$ cat config.mk
export PLATFORM = sky130hd
export DESIGN_NAME = mbac_queue
export DESIGN_NICKNAME = d
export VERILOG_FILES = /design/src/rtl/masked_bitplane_aes_ctr_unit_assert.svh /design/src/rtl/mbac_pkg.sv /design/src/rtl/mbac_queue.sv
export SDC_FILE = /design/constraint.sdc
export NUM_CORES = 1
export LEC_CHECK = 0
export ABC_AREA = 1
export ABC_CLOCK_PERIOD_IN_PS = 2700
export BUFFER_PORTS_ARGS = -buffer_cell sky130_fd_sc_hd__buf_2
export CORE_MARGIN = 2
export CORE_UTILIZATION = 35
export CTS_CLUSTER_DIAMETER = 30
export DETAILED_ROUTE_END_ITERATION = 8
export PLACE_DENSITY = 0.59
export SYNTH_ARGS = -nofsm -noshare
export SYNTH_HDL_FRONTEND = slang
export SYNTH_SLANG_ARGS = --single-unit
$ cat constraint.sdc
create_clock -name clk -period 2.7 [get_ports clk]
set_clock_uncertainty 0.05 [all_clocks]
set_input_delay 0.135 -clock clk [delete_from_list [all_inputs] [get_ports clk]]
set_output_delay 0.135 -clock clk [all_outputs]
set_load 0.01 [all_outputs]
$ cat src/rtl/masked_bitplane_aes_ctr_unit_assert.svh
// assertion macros for the masked bit-plane aes ctr unit
// expects clk and rst_n in the scope of the module that uses them
`ifndef MASKED_BITPLANE_AES_CTR_UNIT_ASSERT_SVH
`define MASKED_BITPLANE_AES_CTR_UNIT_ASSERT_SVH

// same-cycle implication
`define MBAC_ASSERT_NOW(label, ante, cons, msg) \
  label: assert property (@(posedge clk) disable iff (!rst_n) (ante) |-> (cons)) \
    else $error(msg);

// next-cycle implication
`define MBAC_ASSERT_NEXT(label, ante, cons, msg) \
  label: assert property (@(posedge clk) disable iff (!rst_n) (ante) |=> (cons)) \
    else $error(msg);

`endif

$ cat src/rtl/mbac_pkg.sv
// types, constants and aes round functions for the masked bit-plane aes ctr unit
// no dependencies
`default_nettype none

package mbac_pkg;

  localparam int NUM_ROUNDS = 10;
  localparam int BLK_BITS   = 128;

  typedef enum logic [2:0] {
    REG_KEY_UPPER    = 3'd0,
    REG_KEY_LOWER    = 3'd1,
    REG_IV_UPPER     = 3'd2,
    REG_IV_LOWER     = 3'd3,
    REG_PLANE_MODE   = 3'd4,
    REG_PLANE_SELECT = 3'd5
  } reg_idx_t;

  // one classified byte as it waits between front and back
  typedef struct packed {
    logic [7:0]      data;
    logic [7:0]      en;
    logic [7:0][2:0] idx;
    logic [3:0]      nbits;
    logic            first;
  } qent_t;

  typedef struct packed {
    logic take;
    logic reload;
  } gen_ctl_t;

  typedef struct packed {
    logic         pf_valid;
    logic [127:0] pf;
  } gen_stat_t;

  localparam logic [7:0] SBOX [0:255] = '{
    8'h63,8'h7c,8'h77,8'h7b,8'hf2,8'h6b,8'h6f,8'hc5,8'h30,8'h01,8'h67,8'h2b,8'hfe,8'hd7,8'hab,8'h76,
    8'hca,8'h82,8'hc9,8'h7d,8'hfa,8'h59,8'h47,8'hf0,8'had,8'hd4,8'ha2,8'haf,8'h9c,8'ha4,8'h72,8'hc0,
    8'hb7,8'hfd,8'h93,8'h26,8'h36,8'h3f,8'hf7,8'hcc,8'h34,8'ha5,8'he5,8'hf1,8'h71,8'hd8,8'h31,8'h15,
    8'h04,8'hc7,8'h23,8'hc3,8'h18,8'h96,8'h05,8'h9a,8'h07,8'h12,8'h80,8'he2,8'heb,8'h27,8'hb2,8'h75,
    8'h09,8'h83,8'h2c,8'h1a,8'h1b,8'h6e,8'h5a,8'ha0,8'h52,8'h3b,8'hd6,8'hb3,8'h29,8'he3,8'h2f,8'h84,
    8'h53,8'hd1,8'h00,8'hed,8'h20,8'hfc,8'hb1,8'h5b,8'h6a,8'hcb,8'hbe,8'h39,8'h4a,8'h4c,8'h58,8'hcf,
    8'hd0,8'hef,8'haa,8'hfb,8'h43,8'h4d,8'h33,8'h85,8'h45,8'hf9,8'h02,8'h7f,8'h50,8'h3c,8'h9f,8'ha8,
    8'h51,8'ha3,8'h40,8'h8f,8'h92,8'h9d,8'h38,8'hf5,8'hbc,8'hb6,8'hda,8'h21,8'h10,8'hff,8'hf3,8'hd2,
    8'hcd,8'h0c,8'h13,8'hec,8'h5f,8'h97,8'h44,8'h17,8'hc4,8'ha7,8'h7e,8'h3d,8'h64,8'h5d,8'h19,8'h73,
    8'h60,8'h81,8'h4f,8'hdc,8'h22,8'h2a,8'h90,8'h88,8'h46,8'hee,8'hb8,8'h14,8'hde,8'h5e,8'h0b,8'hdb,
    8'he0,8'h32,8'h3a,8'h0a,8'h49,8'h06,8'h24,8'h5c,8'hc2,8'hd3,8'hac,8'h62,8'h91,8'h95,8'he4,8'h79,
    8'he7,8'hc8,8'h37,8'h6d,8'h8d,8'hd5,8'h4e,8'ha9,8'h6c,8'h56,8'hf4,8'hea,8'h65,8'h7a,8'hae,8'h08,
    8'hba,8'h78,8'h25,8'h2e,8'h1c,8'ha6,8'hb4,8'hc6,8'he8,8'hdd,8'h74,8'h1f,8'h4b,8'hbd,8'h8b,8'h8a,
    8'h70,8'h3e,8'hb5,8'h66,8'h48,8'h03,8'hf6,8'h0e,8'h61,8'h35,8'h57,8'hb9,8'h86,8'hc1,8'h1d,8'h9e,
    8'he1,8'hf8,8'h98,8'h11,8'h69,8'hd9,8'h8e,8'h94,8'h9b,8'h1e,8'h87,8'he9,8'hce,8'h55,8'h28,8'hdf,
    8'h8c,8'ha1,8'h89,8'h0d,8'hbf,8'he6,8'h42,8'h68,8'h41,8'h99,8'h2d,8'h0f,8'hb0,8'h54,8'hbb,8'h16
  };

  function automatic logic [7:0] xt(input logic [7:0] a);
    return {a[6:0], 1'b0} ^ (a[7] ? 8'h1b : 8'h00);
  endfunction

  // byte i of a block sits in bits 127-8i down to 120-8i
  function automatic logic [127:0] aes_round(input logic [127:0] s, input logic [127:0] rk,
                                             input logic last);
    logic [7:0] t [16];
    logic [7:0] u [16];
    logic [7:0] a0, a1, a2, a3, x;
    logic [127:0] r;
    for (int i = 0; i < 16; i++) begin
      t[i] = SBOX[s[127-8*i -: 8]];
    end
    for (int c = 0; c < 4; c++) begin
      for (int j = 0; j < 4; j++) begin
        u[j+4*c] = t[j + 4*((c+j) & 3)];
      end
    end
    if (!last) begin
      for (int c = 0; c < 4; c++) begin
        a0 = u[4*c]; a1 = u[4*c+1]; a2 = u[4*c+2]; a3 = u[4*c+3];
        x = a0 ^ a1 ^ a2 ^ a3;
        u[4*c]   = a0 ^ x ^ xt(a0 ^ a1);
        u[4*c+1] = a1 ^ x ^ xt(a1 ^ a2);
        u[4*c+2] = a2 ^ x ^ xt(a2 ^ a3);
        u[4*c+3] = a3 ^ x ^ xt(a3 ^ a0);
      end
    end
    for (int i = 0; i < 16; i++) begin
      r[127-8*i -: 8] = u[i] ^ rk[127-8*i -: 8];
    end
    return r;
  endfunction

  function automatic logic [127:0] key_next(input logic [127:0] rk, input logic [7:0] rcon);
    logic [31:0] tmp, w0, w1, w2, w3;
    tmp = {SBOX[rk[23:16]] ^ rcon, SBOX[rk[15:8]], SBOX[rk[7:0]], SBOX[rk[31:24]]};
    w0 = rk[127:96] ^ tmp;
    w1 = rk[95:64] ^ w0;
    w2 = rk[63:32] ^ w1;
    w3 = rk[31:0] ^ w2;
    return {w0, w1, w2, w3};
  endfunction

endpackage

`default_nettype wire

$ cat src/rtl/mbac_queue.sv
// two-entry queue between the front end and the keystream back end
// depends on mbac_pkg
`default_nettype none

module mbac_queue (
  input  logic            clk,
  input  logic            rst_n,
  input  logic            push,
  input  mbac_pkg::qent_t wdata,
  output logic            full,
  output logic            head_valid,
  output mbac_pkg::qent_t head,
  input  logic            pop
);

  mbac_pkg::qent_t mem_r [2];
  logic            wr_ptr_r, wr_ptr_nxt;
  logic            rd_ptr_r, rd_ptr_nxt;
  logic [1:0]      cnt_r, cnt_nxt;

  assign full       = (cnt_r == 2'd2);
  assign head_valid = (cnt_r != 2'd0);
  assign head       = mem_r[rd_ptr_r];

  always_comb begin
    wr_ptr_nxt = wr_ptr_r ^ push;
    rd_ptr_nxt = rd_ptr_r ^ pop;
    cnt_nxt    = cnt_r + {1'b0, push} - {1'b0, pop};
  end

  always_ff @(posedge clk) begin
    if (!rst_n) begin
      wr_ptr_r <= 1'b0;
      rd_ptr_r <= 1'b0;
      cnt_r    <= 2'd0;
    end else begin
      wr_ptr_r <= wr_ptr_nxt;
      rd_ptr_r <= rd_ptr_nxt;
      cnt_r    <= cnt_nxt;
    end
  end

  always_ff @(posedge clk) begin
    if (push) begin
      mem_r[wr_ptr_r] <= wdata;
    end
  end

endmodule

`default_nettype wire

== Word level (Yosys, flattened, before mapping) ==
Memory sizes are Yosys's and may differ from the RTL's. A register that Yosys moved wholly into a read port is not among the register bits.
Index checks and enable logic that the tools add are counted.

* Flip-flop bits (word level): 4
* Latch bits: 0
* Memory bits (writable): 90
* Memory bits (read-only): 0
* Input port bits: 49
* Logic and storage cells: 13
* Memories: 1

* Add/subtract/negate cells: 2
* Multipliers: 0
* Div/mod/pow operators: 0
* Magnitude comparators: 0
* Eq/ne operators: 1
* Shift operators: 0
* Muxes and demuxes: 3
* Bitwise operators: 2
* Reductions and logical operators: 1

{| class="wikitable"
|+ Memory list
! name !! words !! width !! rd ports !! clocked after Yosys merged registers in !! wr ports !! RTL line !! text
|-
| mem_r || 2 || 45 || 1 || 1 || 1 || mbac_queue.sv:16 || <nowiki>mbac_pkg::qent_t mem_r [2];</nowiki>
|}

{| class="wikitable"
|+ Operators with widths
! kind !! count
|-
| 1-bit two-way mux || 3
|-
| 2-bit by 1-bit adder with 2-bit output || 1
|-
| 2-bit == test (second input constant) || 1
|-
| 2-bit nonzero test || 1
|-
| 2-bit by 1-bit subtractor with 2-bit output || 1
|-
| 1-bit bitwise XOR || 2
|}

== Depth between registers and ports, before layout ==
* Depth in word-level cells: 2
* Depth in mapped cells: 9
* Mapped depth without buffers: 9

== Worst setup path after synthesis ==
OpenSTA, ideal clock, no wires.

* Kind: register to register
* From: reg wr_ptr_r
* To: mem mem_r[0][0] in the netlist's numbering, enable pin
* Arrival: 1460 ps
* Required time: 2243 ps
* Slack: 783 ps
* Stages on the path, launching flop included: 3
* Buffers on the path: 0
* Clock period less this slack: 1917 ps
* Cell sequence: dfxtp_1 -> inv_1 -> ha_1

{| class="wikitable"
|+ RTL lines
! what !! RTL line !! text
|-
| start, declared || mbac_queue.sv:17 || <nowiki>logic wr_ptr_r, wr_ptr_nxt;</nowiki>
|-
| start signal, assigned || mbac_queue.sv:37 || <nowiki>wr_ptr_r <= wr_ptr_nxt;</nowiki>
|-
| end, declared || mbac_queue.sv:16 ||
|}

Straight into the memory's write port.

==> key figures <==
Outcome
  – Status: finished clean

Worst setup path
  – Critical path peak fanout: 45
  – Worst reg2reg path depth: 3
  – Critical path type: register to output port
  – R2R Setup Slk: 1190 ps
  – Critical path launch point type: register
  – Critical path capture point type: output port
  – Reg2reg start: wr_ptr_r
  – Crit path arrival time: 1850 ps
  – CP required: 2520 ps
  – Worst r2r dst: mem_r[0][29]

Timing
  – Final setup violation count: 0
  – Max-Slew Margin vs Limit: 43.4%
  – Final worst slack: 667 ps
  – Worst-margin pin slew: 849 ps
  – Final-report max-slew violation count: 0
  – Final TNS setup: 0 ps
  – Fmax: 0.492 GHz
  – Final hold vios: 0
  – Tcrit/Tclk final: 75.3%
  – RSZ-0062 raised after global routing: false
  – Tmin final: 2030 ps

Yosys
  – Top cell type's share of synthesized area: 73.4%
  – Synthesized Nets: 222
  – Yosys warns: 0
  – Synth area leader: edfxtp_1
  – Synthesized cell area: 0.00368 sq mm
  – Synth Instances: 169
  – Cell variety after synth: 13
  – Mapped Avg Cell Area: 21.8 sq um
  – Async set or reset register ratio after synthesis: 0%
  – Sequential share of the synthesized area: 76.1%
  – Synth Register Bits: 95
  – Synth top area cells: edfxtp_1 (73%), mux2_4 (16%), dfxtp_1 (2.7%)
  – Top FF cell, synth: edfxtp_1
  – Number of synthesized flops with an enable pin: 90

Clock network
  – Post-cts resize count: 0
  – Clock root cell: clkbuf_8
  – Deepest clock path buffer count: 2
  – Clock transition at path regs: 80 ps
  – H-tree levels: 3
  – CTS tree: yes
  – Clock latency on the worst-skew pair: 340 ps
  – Clock Sinks: 95
  – Total CTS buffers: 9

Pwr
  – Lkg Pwr: 1.96 nW
  – Pwr per Cell Area: 608 mW/mm^2
  – Final Power: 0.00297 W
  – Worst VDD drop: 0.222 mV

Routing
  – Routed wire length: 6290 microns
  – Drt initial violations: 45
  – Final ANT Viol Nets: 0
  – Wire length per cell: 13.6 microns
  – DR DRC count: 0
  – First drt pass iteration count: 4
  – Routed vias: 1929
  – Vias/cell: 4.18

Global routing
  – Initial antenna violation count: 0
  – First-pass GRT wire length: 9340 microns
  – Overall routing resource usage: 11.2%
  – Vias in the first global route: 1894
  – Final global-route overflow total: 0
  – Largest net degree at the start of global routing: 46

Flow run
  – Max_cap viols: 0

Floorplan
  – Core Area: 0.0103 sq mm
  – Chip height: 107 microns
  – I/O pin total: 96
  – Initial Util: 35.8%
  – FP Rows: 37
  – Die Wd: 107 microns
  – DIE AREA: 0.0114 sq mm

Finish
  – Area growth from synthesis to layout: 32.7%
  – Nets: 373
  – # diodes: 0
  – Share of cells above drive strength 1: 48.6%

Placed design
  – DP Wirelength: 3870 microns
  – Buffers on Ports: 95
  – Pre-CTS WS: 1010 ps
  – Placer Congestion: 0.642

Worst hold path
  – Worst min-delay path category: primary input to register
  – Hold wc startpoint: pop
  – Hold Path Cell Cnt: 3
[state kept, by name (all words and copies together) (netlist names), named ones only]
signal / count
cnt_r: 2
mem_r: 90
rd_ptr_r: 1
wr_ptr_r: 1
[cells by family (layout without fill, tap and decap cells)]
| family | count (synthesis) | after routing | share of synthesized area (%) |
|---|---|---|---|
| muxes | 45 | 45 | 17.8 |
| and+or+nand+nor | 11 | 11 | 1.15 |
| AOI/OAI and AO/OA | 1 | 1 | 0.136 |
| adders and majority gates | 4 | 4 | 1.36 |
| xor gates and xnor gates | 1 | 1 | 0.238 |
| DFF | 95 | 95 | 76.1 |
| buffers and inverters | 12 | 168 | 3.19 |
[final cells by class]
cell class	count	area, sq um
fillers	914	5390
repair buffers	145	966
multi-input cells	62	768
well taps	136	170
clock inverters	2	10.0
inverters	7	26.3
clock buffers	14	143
flip-flops and latches	95	2810
[cells in the mapped netlist (4+ instances only)]
cell,count
nor2_1,5
ha_1,4
inv_1,7
edfxtp_1,90
mux2_4,40
buf_12,4
dfxtp_1,5
mux2_2,5
nand2_1,5
[where the power goes]
part,switching (W),internal (W)
clock,0.000438,0.000335
sequential,0.0000568,0.00171
combinational,0.000176,0.000255
total,0.000671,0.00230
[metrics by stage]
step | util, % | cell area (sq um) | hold slack (ps) | cells
6_report | 47.6 | 4890 | 35.7 | 461
5_1_grt | 47.6 | 4890 | 43.1 | 461
4_1_cts | 47.6 | 4890 | 9.38 | 461
3_5_place_dp | 41.6 | 4280 | 276 | 399
3_3_place_gp | 41.6 | 4280 | 272 | 399
2_1_floorplan | - | 3680 | 178 | 169
[layer usage]
| metal | share of wire (%) | track usage [%] |
|---|---|---|
| met1 | 44 | 13.6 |
| met2 | 49 | 18.2 |
| met3 | 5.3 | 2.86 |
| met4 | 1.5 | 6.40 |
| met5 | 0 | 0 |
[worst max-delay path, cell delays in order, from the launching register on]
cell and delay, ps:
dfxtp_4 920, mux2_2 420, buf_2 140
[how the worst max path moves through the flow]
stage / slack, ps / to / cells past startpoint
CTS: 610 / head[0] / 2
global placement: 1010 / head[0] / 2
floorplan: 780 / mem_r[0][0] / 2
global route: 560 / head[0] / 2
detailed placement: 1010 / head[0] / 2
finish: 670 / head[44] / 2
[placed cells by master, fill, tap and decap left out]
cell type,netlist,routed
clkbuf_8,0,9
ha_2,0,2
a21oi_1,1,1
xnor2_1,1,1
buf_4,0,4
dfxtp_4,0,1
nand3_1,1,1
nor2_1,5,5
clkinv_2,0,2
nand2_1,5,5
inv_1,7,7
ha_1,4,2
mux2_2,5,5
clkbuf_1,0,5
buf_2,0,95
edfxtp_1,90,90
dlygate4sd3_1,0,46
mux2_4,40,40
dfxtp_1,5,4
[what timing repair did]
item / in CTS / in global routing
endpoints found under the hold margin: 95 / 0
setup buffers: 0 / 0
hold buffers: 46 / 0
endpoints found under the setup margin: 0 / 0
No activity file was read; power rests on OpenSTA's default activity.
