File: config.mk
export PLATFORM = sky130hd
export DESIGN_NAME = mbac_front_flat
export DESIGN_NICKNAME = d
export VERILOG_FILES = /design/src/rtl/masked_bitplane_aes_ctr_unit_assert.svh /design/src/rtl/mbac_pkg.sv /design/src/rtl/mbac_in_if.sv /design/src/rtl/mbac_front.sv /design/src/flat_wrapper.sv
export SDC_FILE = /design/constraint.sdc
export NUM_CORES = 1
export LEC_CHECK = 0
export BUFFER_PORTS_ARGS = -buffer_cell sky130_fd_sc_hd__buf_2
export CAP_MARGIN = 20
export CORE_MARGIN = 1
export CORE_UTILIZATION = 29
export DETAILED_ROUTE_END_ITERATION = 8
export PLACE_DENSITY = 0.6
export SLEW_MARGIN = 40
export SYNTH_ARGS = -nofsm -noshare
export SYNTH_HDL_FRONTEND = slang
export SYNTH_SLANG_ARGS = --single-unit
File: constraint.sdc
create_clock -name vclk -period 5.3
set_clock_uncertainty 0.15 [all_clocks]
set_input_delay 1.06 -clock vclk [all_inputs]
set_output_delay 1.06 -clock vclk [all_outputs]
set_load 0.02 [all_outputs]
File: src/rtl/masked_bitplane_aes_ctr_unit_assert.svh
// assertion macros for the masked bit-plane aes ctr unit
// expects clk and rst_n in the scope of the module that uses them
`ifndef MASKED_BITPLANE_AES_CTR_UNIT_ASSERT_SVH
`define MASKED_BITPLANE_AES_CTR_UNIT_ASSERT_SVH

// same-cycle implication
`define MBAC_ASSERT_NOW(label, ante, cons, msg) \
  label: assert property (@(posedge clk) disable iff (!rst_n) (ante) |-> (cons)) \
    else $error(msg);

// next-cycle implication
`define MBAC_ASSERT_NEXT(label, ante, cons, msg) \
  label: assert property (@(posedge clk) disable iff (!rst_n) (ante) |=> (cons)) \
    else $error(msg);

`endif

File: src/rtl/mbac_pkg.sv
// types, constants and aes round functions for the masked bit-plane aes ctr unit
// no dependencies
`default_nettype none

package mbac_pkg;

  localparam int NUM_ROUNDS = 10;
  localparam int BLK_BITS   = 128;

  typedef enum logic [2:0] {
    REG_KEY_UPPER    = 3'd0,
    REG_KEY_LOWER    = 3'd1,
    REG_IV_UPPER     = 3'd2,
    REG_IV_LOWER     = 3'd3,
    REG_PLANE_MODE   = 3'd4,
    REG_PLANE_SELECT = 3'd5
  } reg_idx_t;

  // one classified byte as it waits between front and back
  typedef struct packed {
    logic [7:0]      data;
    logic [7:0]      en;
    logic [7:0][2:0] idx;
    logic [3:0]      nbits;
    logic            first;
  } qent_t;

  typedef struct packed {
    logic take;
    logic reload;
  } gen_ctl_t;

  typedef struct packed {
    logic         pf_valid;
    logic [127:0] pf;
  } gen_stat_t;

  localparam logic [7:0] SBOX [0:255] = '{
    8'h63,8'h7c,8'h77,8'h7b,8'hf2,8'h6b,8'h6f,8'hc5,8'h30,8'h01,8'h67,8'h2b,8'hfe,8'hd7,8'hab,8'h76,
    8'hca,8'h82,8'hc9,8'h7d,8'hfa,8'h59,8'h47,8'hf0,8'had,8'hd4,8'ha2,8'haf,8'h9c,8'ha4,8'h72,8'hc0,
    8'hb7,8'hfd,8'h93,8'h26,8'h36,8'h3f,8'hf7,8'hcc,8'h34,8'ha5,8'he5,8'hf1,8'h71,8'hd8,8'h31,8'h15,
    8'h04,8'hc7,8'h23,8'hc3,8'h18,8'h96,8'h05,8'h9a,8'h07,8'h12,8'h80,8'he2,8'heb,8'h27,8'hb2,8'h75,
    8'h09,8'h83,8'h2c,8'h1a,8'h1b,8'h6e,8'h5a,8'ha0,8'h52,8'h3b,8'hd6,8'hb3,8'h29,8'he3,8'h2f,8'h84,
    8'h53,8'hd1,8'h00,8'hed,8'h20,8'hfc,8'hb1,8'h5b,8'h6a,8'hcb,8'hbe,8'h39,8'h4a,8'h4c,8'h58,8'hcf,
    8'hd0,8'hef,8'haa,8'hfb,8'h43,8'h4d,8'h33,8'h85,8'h45,8'hf9,8'h02,8'h7f,8'h50,8'h3c,8'h9f,8'ha8,
    8'h51,8'ha3,8'h40,8'h8f,8'h92,8'h9d,8'h38,8'hf5,8'hbc,8'hb6,8'hda,8'h21,8'h10,8'hff,8'hf3,8'hd2,
    8'hcd,8'h0c,8'h13,8'hec,8'h5f,8'h97,8'h44,8'h17,8'hc4,8'ha7,8'h7e,8'h3d,8'h64,8'h5d,8'h19,8'h73,
    8'h60,8'h81,8'h4f,8'hdc,8'h22,8'h2a,8'h90,8'h88,8'h46,8'hee,8'hb8,8'h14,8'hde,8'h5e,8'h0b,8'hdb,
    8'he0,8'h32,8'h3a,8'h0a,8'h49,8'h06,8'h24,8'h5c,8'hc2,8'hd3,8'hac,8'h62,8'h91,8'h95,8'he4,8'h79,
    8'he7,8'hc8,8'h37,8'h6d,8'h8d,8'hd5,8'h4e,8'ha9,8'h6c,8'h56,8'hf4,8'hea,8'h65,8'h7a,8'hae,8'h08,
    8'hba,8'h78,8'h25,8'h2e,8'h1c,8'ha6,8'hb4,8'hc6,8'he8,8'hdd,8'h74,8'h1f,8'h4b,8'hbd,8'h8b,8'h8a,
    8'h70,8'h3e,8'hb5,8'h66,8'h48,8'h03,8'hf6,8'h0e,8'h61,8'h35,8'h57,8'hb9,8'h86,8'hc1,8'h1d,8'h9e,
    8'he1,8'hf8,8'h98,8'h11,8'h69,8'hd9,8'h8e,8'h94,8'h9b,8'h1e,8'h87,8'he9,8'hce,8'h55,8'h28,8'hdf,
    8'h8c,8'ha1,8'h89,8'h0d,8'hbf,8'he6,8'h42,8'h68,8'h41,8'h99,8'h2d,8'h0f,8'hb0,8'h54,8'hbb,8'h16
  };

  function automatic logic [7:0] xt(input logic [7:0] a);
    return {a[6:0], 1'b0} ^ (a[7] ? 8'h1b : 8'h00);
  endfunction

  // byte i of a block sits in bits 127-8i down to 120-8i
  function automatic logic [127:0] aes_round(input logic [127:0] s, input logic [127:0] rk,
                                             input logic last);
    logic [7:0] t [16];
    logic [7:0] u [16];
    logic [7:0] a0, a1, a2, a3, x;
    logic [127:0] r;
    for (int i = 0; i < 16; i++) begin
      t[i] = SBOX[s[127-8*i -: 8]];
    end
    for (int c = 0; c < 4; c++) begin
      for (int j = 0; j < 4; j++) begin
        u[j+4*c] = t[j + 4*((c+j) & 3)];
      end
    end
    if (!last) begin
      for (int c = 0; c < 4; c++) begin
        a0 = u[4*c]; a1 = u[4*c+1]; a2 = u[4*c+2]; a3 = u[4*c+3];
        x = a0 ^ a1 ^ a2 ^ a3;
        u[4*c]   = a0 ^ x ^ xt(a0 ^ a1);
        u[4*c+1] = a1 ^ x ^ xt(a1 ^ a2);
        u[4*c+2] = a2 ^ x ^ xt(a2 ^ a3);
        u[4*c+3] = a3 ^ x ^ xt(a3 ^ a0);
      end
    end
    for (int i = 0; i < 16; i++) begin
      r[127-8*i -: 8] = u[i] ^ rk[127-8*i -: 8];
    end
    return r;
  endfunction

  function automatic logic [127:0] key_next(input logic [127:0] rk, input logic [7:0] rcon);
    logic [31:0] tmp, w0, w1, w2, w3;
    tmp = {SBOX[rk[23:16]] ^ rcon, SBOX[rk[15:8]], SBOX[rk[7:0]], SBOX[rk[31:24]]};
    w0 = rk[127:96] ^ tmp;
    w1 = rk[95:64] ^ w0;
    w2 = rk[63:32] ^ w1;
    w3 = rk[31:0] ^ w2;
    return {w0, w1, w2, w3};
  endfunction

endpackage

`default_nettype wire

File: src/rtl/mbac_in_if.sv
// input channel: channel byte with mask and restart flag
// no dependencies
`default_nettype none

interface mbac_in_if;
  logic       valid;
  logic       ready;
  logic [7:0] data_byte;
  logic       mask_on;
  logic       first_byte;

  modport source (output valid, output data_byte, output mask_on, output first_byte,
                  input ready);
  modport sink   (input valid, input data_byte, input mask_on, input first_byte,
                  output ready);
endinterface

`default_nettype wire

File: src/rtl/mbac_front.sv
// front end: accepts bytes and works out which keystream bits each one takes
// depends on mbac_pkg and mbac_in_if
`default_nettype none

module mbac_front (
  mbac_in_if.sink          in_ch,
  input  logic             plane_mode,
  input  logic [7:0]       plane_select,
  input  logic             q_full,
  output logic             q_push,
  output mbac_pkg::qent_t  q_wdata
);

  logic [3:0] cnt;

  assign in_ch.ready = !q_full;
  assign q_push      = in_ch.valid && !q_full;

  always_comb begin
    q_wdata.data  = in_ch.data_byte;
    q_wdata.first = in_ch.first_byte;
    q_wdata.en    = 8'h00;
    q_wdata.idx   = '0;
    q_wdata.nbits = 4'd0;
    cnt           = 4'd0;
    if (!plane_mode) begin
      // whole byte always burns eight bits, msb takes the first
      for (int p = 0; p < 8; p++) begin
        q_wdata.idx[p] = 3'(7 - p);
      end
      q_wdata.en    = in_ch.mask_on ? 8'hff : 8'h00;
      q_wdata.nbits = 4'd8;
    end else if (in_ch.mask_on) begin
      for (int p = 7; p >= 0; p--) begin
        q_wdata.idx[p] = cnt[2:0];
        if (plane_select[p]) begin
          cnt = cnt + 4'd1;
        end
      end
      q_wdata.en    = plane_select;
      q_wdata.nbits = cnt;
    end
  end

endmodule

`default_nettype wire

File: src/flat_wrapper.sv
// flat-port wrapper written by rule: the top's interface ports become plain ports
module mbac_front_flat 
  (plane_mode, plane_select, q_full, q_push, q_wdata, in_ch_valid, in_ch_data_byte, in_ch_mask_on, in_ch_first_byte, in_ch_ready);
  mbac_in_if in_ch_i ();
  input  logic plane_mode;
  input  logic [7:0] plane_select;
  input  logic q_full;
  output logic q_push;
  output mbac_pkg::qent_t q_wdata;
  input wire logic [$bits(in_ch_i.valid)-1:0] in_ch_valid;
  input wire logic [$bits(in_ch_i.data_byte)-1:0] in_ch_data_byte;
  input wire logic [$bits(in_ch_i.mask_on)-1:0] in_ch_mask_on;
  input wire logic [$bits(in_ch_i.first_byte)-1:0] in_ch_first_byte;
  output wire logic [$bits(in_ch_i.ready)-1:0] in_ch_ready;
  assign in_ch_i.valid = in_ch_valid;
  assign in_ch_i.data_byte = in_ch_data_byte;
  assign in_ch_i.mask_on = in_ch_mask_on;
  assign in_ch_i.first_byte = in_ch_first_byte;
  assign in_ch_ready = in_ch_i.ready;
  mbac_front u_core (.in_ch(in_ch_i), .plane_mode(plane_mode), .plane_select(plane_select), .q_full(q_full), .q_push(q_push), .q_wdata(q_wdata));
endmodule
## Yosys cells after proc, flatten, opt, wreduce, memory -nomap -nowiden

Index checks and enable logic that the tools add are counted.

| storage, ports and cells | value |
|---|---|
| flip-flop bits (word level) | 0 |
| output and inout port bits | 47 |
| logic and storage cells | 34 |

| operators by class | value |
|---|---|
| $add $sub $neg | 7 |
| mux-type cells | 25 |
| reduce and logical (&&, ||, !) cells | 2 |

Operator list:

| operator | count |
|---|---|
| two-way mux 4 bit | 21 |
| two-way mux 36 bit | 2 |
| adder 4 x 1 -> 4 bit, second input constant | 7 |
| two-way mux 8 bit | 1 |
| logical AND 1 bit | 1 |
| zero test 1 bit | 1 |
| two-way mux 1 bit | 1 |

## Logic depth before layout (Yosys ltp)

Gate-level depths: netlist (run 1).

| depth | value |
|---|---|
| word-level depth | 31 |
| mapped depth | 19 |
| mapped depth without buffers | 19 |

## Worst setup path before layout (run 1)

Ideal clock, no wire load.

| timing | value |
|---|---|
| kind | input to output |
| start | in plane_select[6] |
| end | out q_wdata[3] in the netlist's numbering |
| arrival | 4,327 ps |
| data required time | 4,090 ps |
| path slack | -237 ps |
| stages on the path | 18 |
| buffers on the path | 0 |
| path through | inv_1 > ha_1 > xor2_4 > ha_1 > xor2_1 > mux2i_1 > mux2_2 > ha_1 > nand2_1 > o21a_1 > xnor2_1 > and2_0 > o31a_1 > inv_1 > ha_1 > nand2_1 > xor2_1 > nor2_1 |

RTL lines:

| what | line | RTL |
|---|---|---|
| start: declaration | flat_wrapper.sv:6 | `input logic [7:0] plane_select;` |
| end: declaration | flat_wrapper.sv:9 | `output mbac_pkg::qent_t q_wdata;` |

==> results.py, run 1 <==
metrics = {
    "outcome": {
        "outcome": "finished with violations",
        "violations": "setup timing",
    },
    "yosys": {
        "synthCells": 175,
        "yosysSeqAreaShare": 0,
        "synth.area.top_cells": "buf_4 9.4%, ha_1 8.4%, nand2_1 6.9%",
        "synth_top_cell_area_share": 0.09404,
        "synth_top_cells_by_count": "22 x nand2_1, 15 x buf_4, 12 x inv_1",
        "yosysMostFrequentCell": "nand2_1",
        "yosysWarnings": 0,
        "syn_area_um2": 1197,
        "synth_cell_types": 49,
        "avgSynthCellArea_um2": 6.842,
        "yosys.area.top_type": "buf_4",
    },
    "setup_path": {
        "cp.arrival_ps": 4150,
        "crit_start": "plane_select[6]",
        "crit_type": "primary input to output port",
        "crit_end": "q_wdata[3]",
        "worstPathRequired_ps": 4090,
        "cp_max_fo": 3,
        "crit_path_end_kind": "output port",
        "crit_path_start_kind": "primary input",
    },
    "routing": {
        "antenna_left": 0,
        "drt_first_pass_iters": 4,
        "vias_per_cell": 4.941,
        "drcViolationCount": 0,
        "vias": 1334,
        "wirelength_mm": 3.349,
        "wl_per_cell_um": 12.40,
        "drt_iter0_drc": 44,
    },
    "power_and_ir_drop": {
        "power_switching_share": 0.5285,
        "powerDensity_nw_per_um2": 192.0,
        "leakage_nw": 0.7985,
        "totalPowerFinal_mw": 0.3152,
        "irDropWorstVdd_mv": 0.09741,
        "clkPwrFrac": 0,
        "p_sw_mw": 0.1666,
        "p_seq_frac": 0,
        "p_int_mw": 0.1486,
        "p_comb_frac": 1.000,
    },
    "layout": {
        "antenna_cells": 0,
        "fin_util": 0.4321,
        "register_area_um2": 0,
        "nClkBuffers": 0,
        "area_growth_pct": 37.09,
        "fin_cells": 270,
        "layout-drive-gt1-share": 0.4189,
        "final_nets": 253,
        "nFlopsAndLatches": 0,
    },
    "die": {
        "start_util": 0.3152,
        "num_rows": 22,
        "fp.coreArea_um2": 3799,
        "die_y_um": 66.26,
        "dieArea_um2": 4390,
        "io_pins": 68,
        "fp.dieW_um": 66.26,
    },
    "sta": {
        "setup_slack_ps": -64.63,
        "finalCritPeriodShare": 1.012,
        "setup_viol": 3,
        "period_needed_ps": 5365,
        "grt_setup_unrepaired": "true",
        "fmax_mhz": 186.4,
        "drv_slew": 0,
        "hold_viol": 0,
    },
    "job": {
        "maxCapViolCount": 0,
    },
    "global_routing": {
        "grtUsageTotal": 0.1526,
        "first_global_vias": 1236,
        "grt_pass1_wl_mm": 5.499,
        "grt_max_degree": 24,
        "grt_overflow": 0,
        "grt_antenna_before_repair": 0,
    },
    "placement": {
        "gp_congestion": 0.7889,
        "io_buffers": 44,
        "hpwl_mm": 2.593,
        "placedCellCount": 265,
    },
    "hold_path": {
        "min_path_type": "primary input to output port",
    },
    "cts": {
        "cts_hold_buf": 0,
    },
}
## kinds of logic (layout without fill, tap and decap cells)
| family | count (synthesis) | in the layout | share of synthesized area |
|---|---|---|---|
| compound gates | 36 | 36 | 0.2184 |
| xor+xnor | 17 | 17 | 0.1777 |
| fa+ha+maj | 8 | 8 | 0.08360 |
| buf+inv | 38 | 80 | 0.1682 |
| mux | 5 | 5 | 0.05329 |
| other cells | 1 | 6 | 0.003132 |
| simple gates | 70 | 70 | 0.2957 |
## worst min path at each step
stage | from | cells past startpoint | to | slack (ps)
5_1_grt | in_ch_data_byte[6] | 0 | q_wdata[43] | 1970
3_3_place_gp | in_ch_first_byte | 0 | q_wdata[0] | 1970
2_1_floorplan | q_full | 1 | in_ch_ready | 2050
3_5_place_dp | in_ch_first_byte | 0 | q_wdata[0] | 1970
6_report | in_ch_data_byte[1] | 0 | q_wdata[38] | 1970
4_1_cts | in_ch_first_byte | 0 | q_wdata[0] | 1970
## stage by stage
step	hold WS [ps]	worst slack (ps)	TNS (ps)	cell area [um2]
2_1_floorplan	2047	12.06	0	1264
3_3_place_gp	1970	-154.0	-263.3	1530
3_5_place_dp	1970	-220.8	-385.7	1530
4_1_cts	1970	-57.09	-107.7	1592
5_1_grt	1970	-243.6	-660.6	1642
6_report	1970	-64.63	-144.2	1642
## what timing repair did
action | CTS | global route
pin swaps | 10 | 8
endpoints found under the setup margin | 3 | 3
resized for setup | 15 | 7
setup buffers | 2 | 3
## layout make-up
type / count / area [um2]
repair buffers: 68 / 421.7
inverters: 12 / 51.30
multi-input cells: 142 / 1109
fillers: 413 / 2157
well taps: 48 / 60.06
## critical path: stages
cell and delay [ps]:
buf_4 140, ha_4 160, nor2b_4 120, or2_4 230
ha_4 260, xor2_1 130, mux2i_1 90, mux2_4 290
ha_4 270, nand2_2 60, o21a_1 160, xnor2_2 150
and2_1 140, o31a_1 260, inv_2 80, ha_4 120
nand2_2 50, xor2_1 150, nor2_2 120, buf_6 130
## per-layer routing
metal	vias up	share of wire	global-route usage
met4	0	0.010	0.01862
met5	-	0	0
li1	682	-	-
met1	611	0.48	0.1996
met2	39	0.46	0.2793
met3	2	0.054	0.006897
## power by group through the flow
stage                     logic [mW]  registers (mW)  clock network (mW)
after floorplan                0.211               0                   0
after global placement         0.276               0                   0
after detailed placement       0.277               0                   0
after CTS                      0.291               0                   0
after global routing           0.345               0                   0
final                          0.315               0                   0
## layout by cell type, fill, tap and decap left out, drive strengths merged, types with 5 or more instances in the layout
master,n
a21oi,10
buf,68
conb,6
ha,8
inv,11
nand2,22
nand3,9
nor2,11
nor2b,6
o211ai,5
o21ai,5
xnor2,8
xor2,7
Power figures use the tool's default switching activity.
==> run 2, diff against run 1 <==
Settings changed: CORE_MARGIN 1 to 5.
==> results.py, run 2 (synthesis gave the netlist of run 1 again) <==
metrics = {
    "outcome": {
        "outcome": "finished with violations",
        "violations": "setup timing",
    },
    "power_and_ir_drop": {
        "leakage_nw": 0.7827,
        "irDropWorstVdd_mv": 0.07616,
        "powerDensity_nw_per_um2": 182.2,
    },
    "placement": {
        "place_area_um2": 1540,
        "gp_congestion": 0.8142,
        "placedCellCount": 268,
        "hpwl_mm": 2.851,
        "io_buffers": 44,
    },
    "setup_path": {
        "cp_max_fo": 3,
        "crit_path_start_kind": "primary input",
        "crit_path_end_kind": "output port",
        "cp.arrival_ps": 4150,
        "worstPathRequired_ps": 4090,
        "crit_type": "primary input to output port",
    },
    "routing": {
        "vias": 1329,
        "antenna_left": 0,
        "drcViolationCount": 0,
        "drt_iter0_drc": 60,
        "drt_first_pass_iters": 4,
        "vias_per_cell": 4.941,
        "wl_per_cell_um": 13.12,
        "wirelength_mm": 3.530,
    },
    "die": {
        "num_rows": 23,
        "dieArea_um2": 5514,
        "io_pins": 68,
        "start_util": 0.2993,
        "die_y_um": 74.26,
        "fp.coreArea_um2": 4000,
        "fp.dieW_um": 74.26,
    },
    "layout": {
        "area_growth_pct": 34.06,
        "fill_cells": 404,
        "register_area_um2": 0,
        "fin_area_um2": 1605,
        "fin_cells": 269,
        "nFlopsAndLatches": 0,
        "layout-drive-gt1-share": 0.4064,
        "fin_util": 0.4013,
        "final_cell_mix": "40 x buf_2, 23 x buf_4, 21 x nand2_1",
        "final_nets": 250,
        "antenna_cells": 0,
        "nClkBuffers": 0,
        "final_common_cell": "buf_2",
    },
    "sta": {
        "setup_slack_ps": -64.66,
        "period_needed_ps": 5365,
        "finalCritPeriodShare": 1.012,
        "hold_slack_ps": 1970,
        "grt_setup_unrepaired": "true",
        "drv_slew": 0,
        "setup_viol": 2,
        "hold_viol": 0,
        "fmax_mhz": 186.4,
    },
    "global_routing": {
        "grt_pass1_wl_mm": 5.692,
        "grtUsageTotal": 0.1249,
        "first_global_vias": 1193,
        "grt_overflow": 0,
        "grt_use_met2": 0.2096,
        "grt_busiest_layer": "met2",
        "grt_antenna_before_repair": 0,
        "grt_use_met1": 0.1829,
        "grtUsageMet3": 0.008108,
        "grt_max_degree": 24,
    },
    "hold_path": {
        "min_to": "q_wdata[37]",
        "worstHoldStart": "in_ch_data_byte[0]",
        "min_path_type": "primary input to output port",
        "holdPathStages": 0,
    },
    "job": {
        "maxCapViolCount": 0,
    },
    "cts": {
        "cts_hold_buf": 0,
    },
}
==> run 2: worst max path at each step <==
stage	from	endpoint	slack [ps]	depth (start not counted)
finish	plane_select[6]	q_wdata[3]	-60	20
global route	plane_select[7]	q_wdata[3]	-220	20
CTS	plane_select[6]	q_wdata[3]	-60	20
detailed placement	plane_select[7]	q_wdata[3]	-200	20
global placement	plane_select[7]	q_wdata[3]	-150	20
floorplan	plane_select[7]	q_wdata[2]	10	17
==> run 2: per-layer routing <==
| metal | vias up | wire length, um |
|---|---|---|
| met4 | 0 | 31 |
| met3 | 2 | 217 |
| met1 | 614 | 1604 |
| met2 | 36 | 1677 |
| met5 | - | 0 |
| li1 | 677 | - |
==> run 2: critical path, cell delays in order <==
cell	delay, ps
buf_4	130
ha_4	150
nor2b_2	150
or2_4	230
ha_4	270
xor2_1	130
mux2i_1	90
mux2_4	290
ha_4	270
nand2_2	50
o21a_1	150
xnor2_2	140
and2_1	140
o31a_1	250
inv_1	60
ha_1	130
nand2_1	60
xor2_1	150
nor2_2	120
buf_6	130
==> run 2: final cells by class <==
class                      count  area (um2)  share of cell area
multi-input combinational    142        1095              0.6820
tap                           50       62.56             0.03897
timing repair buffer          65       399.1              0.2486
inverter                      12       48.80             0.03040
==> run 2: where the power goes <==
part           total, mW  switching (mW)  internal, mW
Sequential             0               0             0
Clock                  0               0             0
Combinational      0.292           0.160         0.133
Total              0.292           0.160         0.133
==> run 2: repair_timing <==
action | 4_1_cts | 5_1_grt
setup endpoints to repair | 2 | 4
buffers inserted | 0 | 1
pin swaps | 9 | 9
resized for setup | 13 | 5
==> run 2: metrics by stage <==
step	worst slack [ps]	TNS [ps]	total power, mW
4_1_cts	-59.20	-105.0	0.2848
6_report	-64.66	-108.6	0.2925
3_5_place_dp	-196.2	-330.8	0.2774
3_3_place_gp	-149.3	-246.5	0.2769
2_1_floorplan	12.06	0	0.2110
5_1_grt	-220.4	-431.3	0.3230
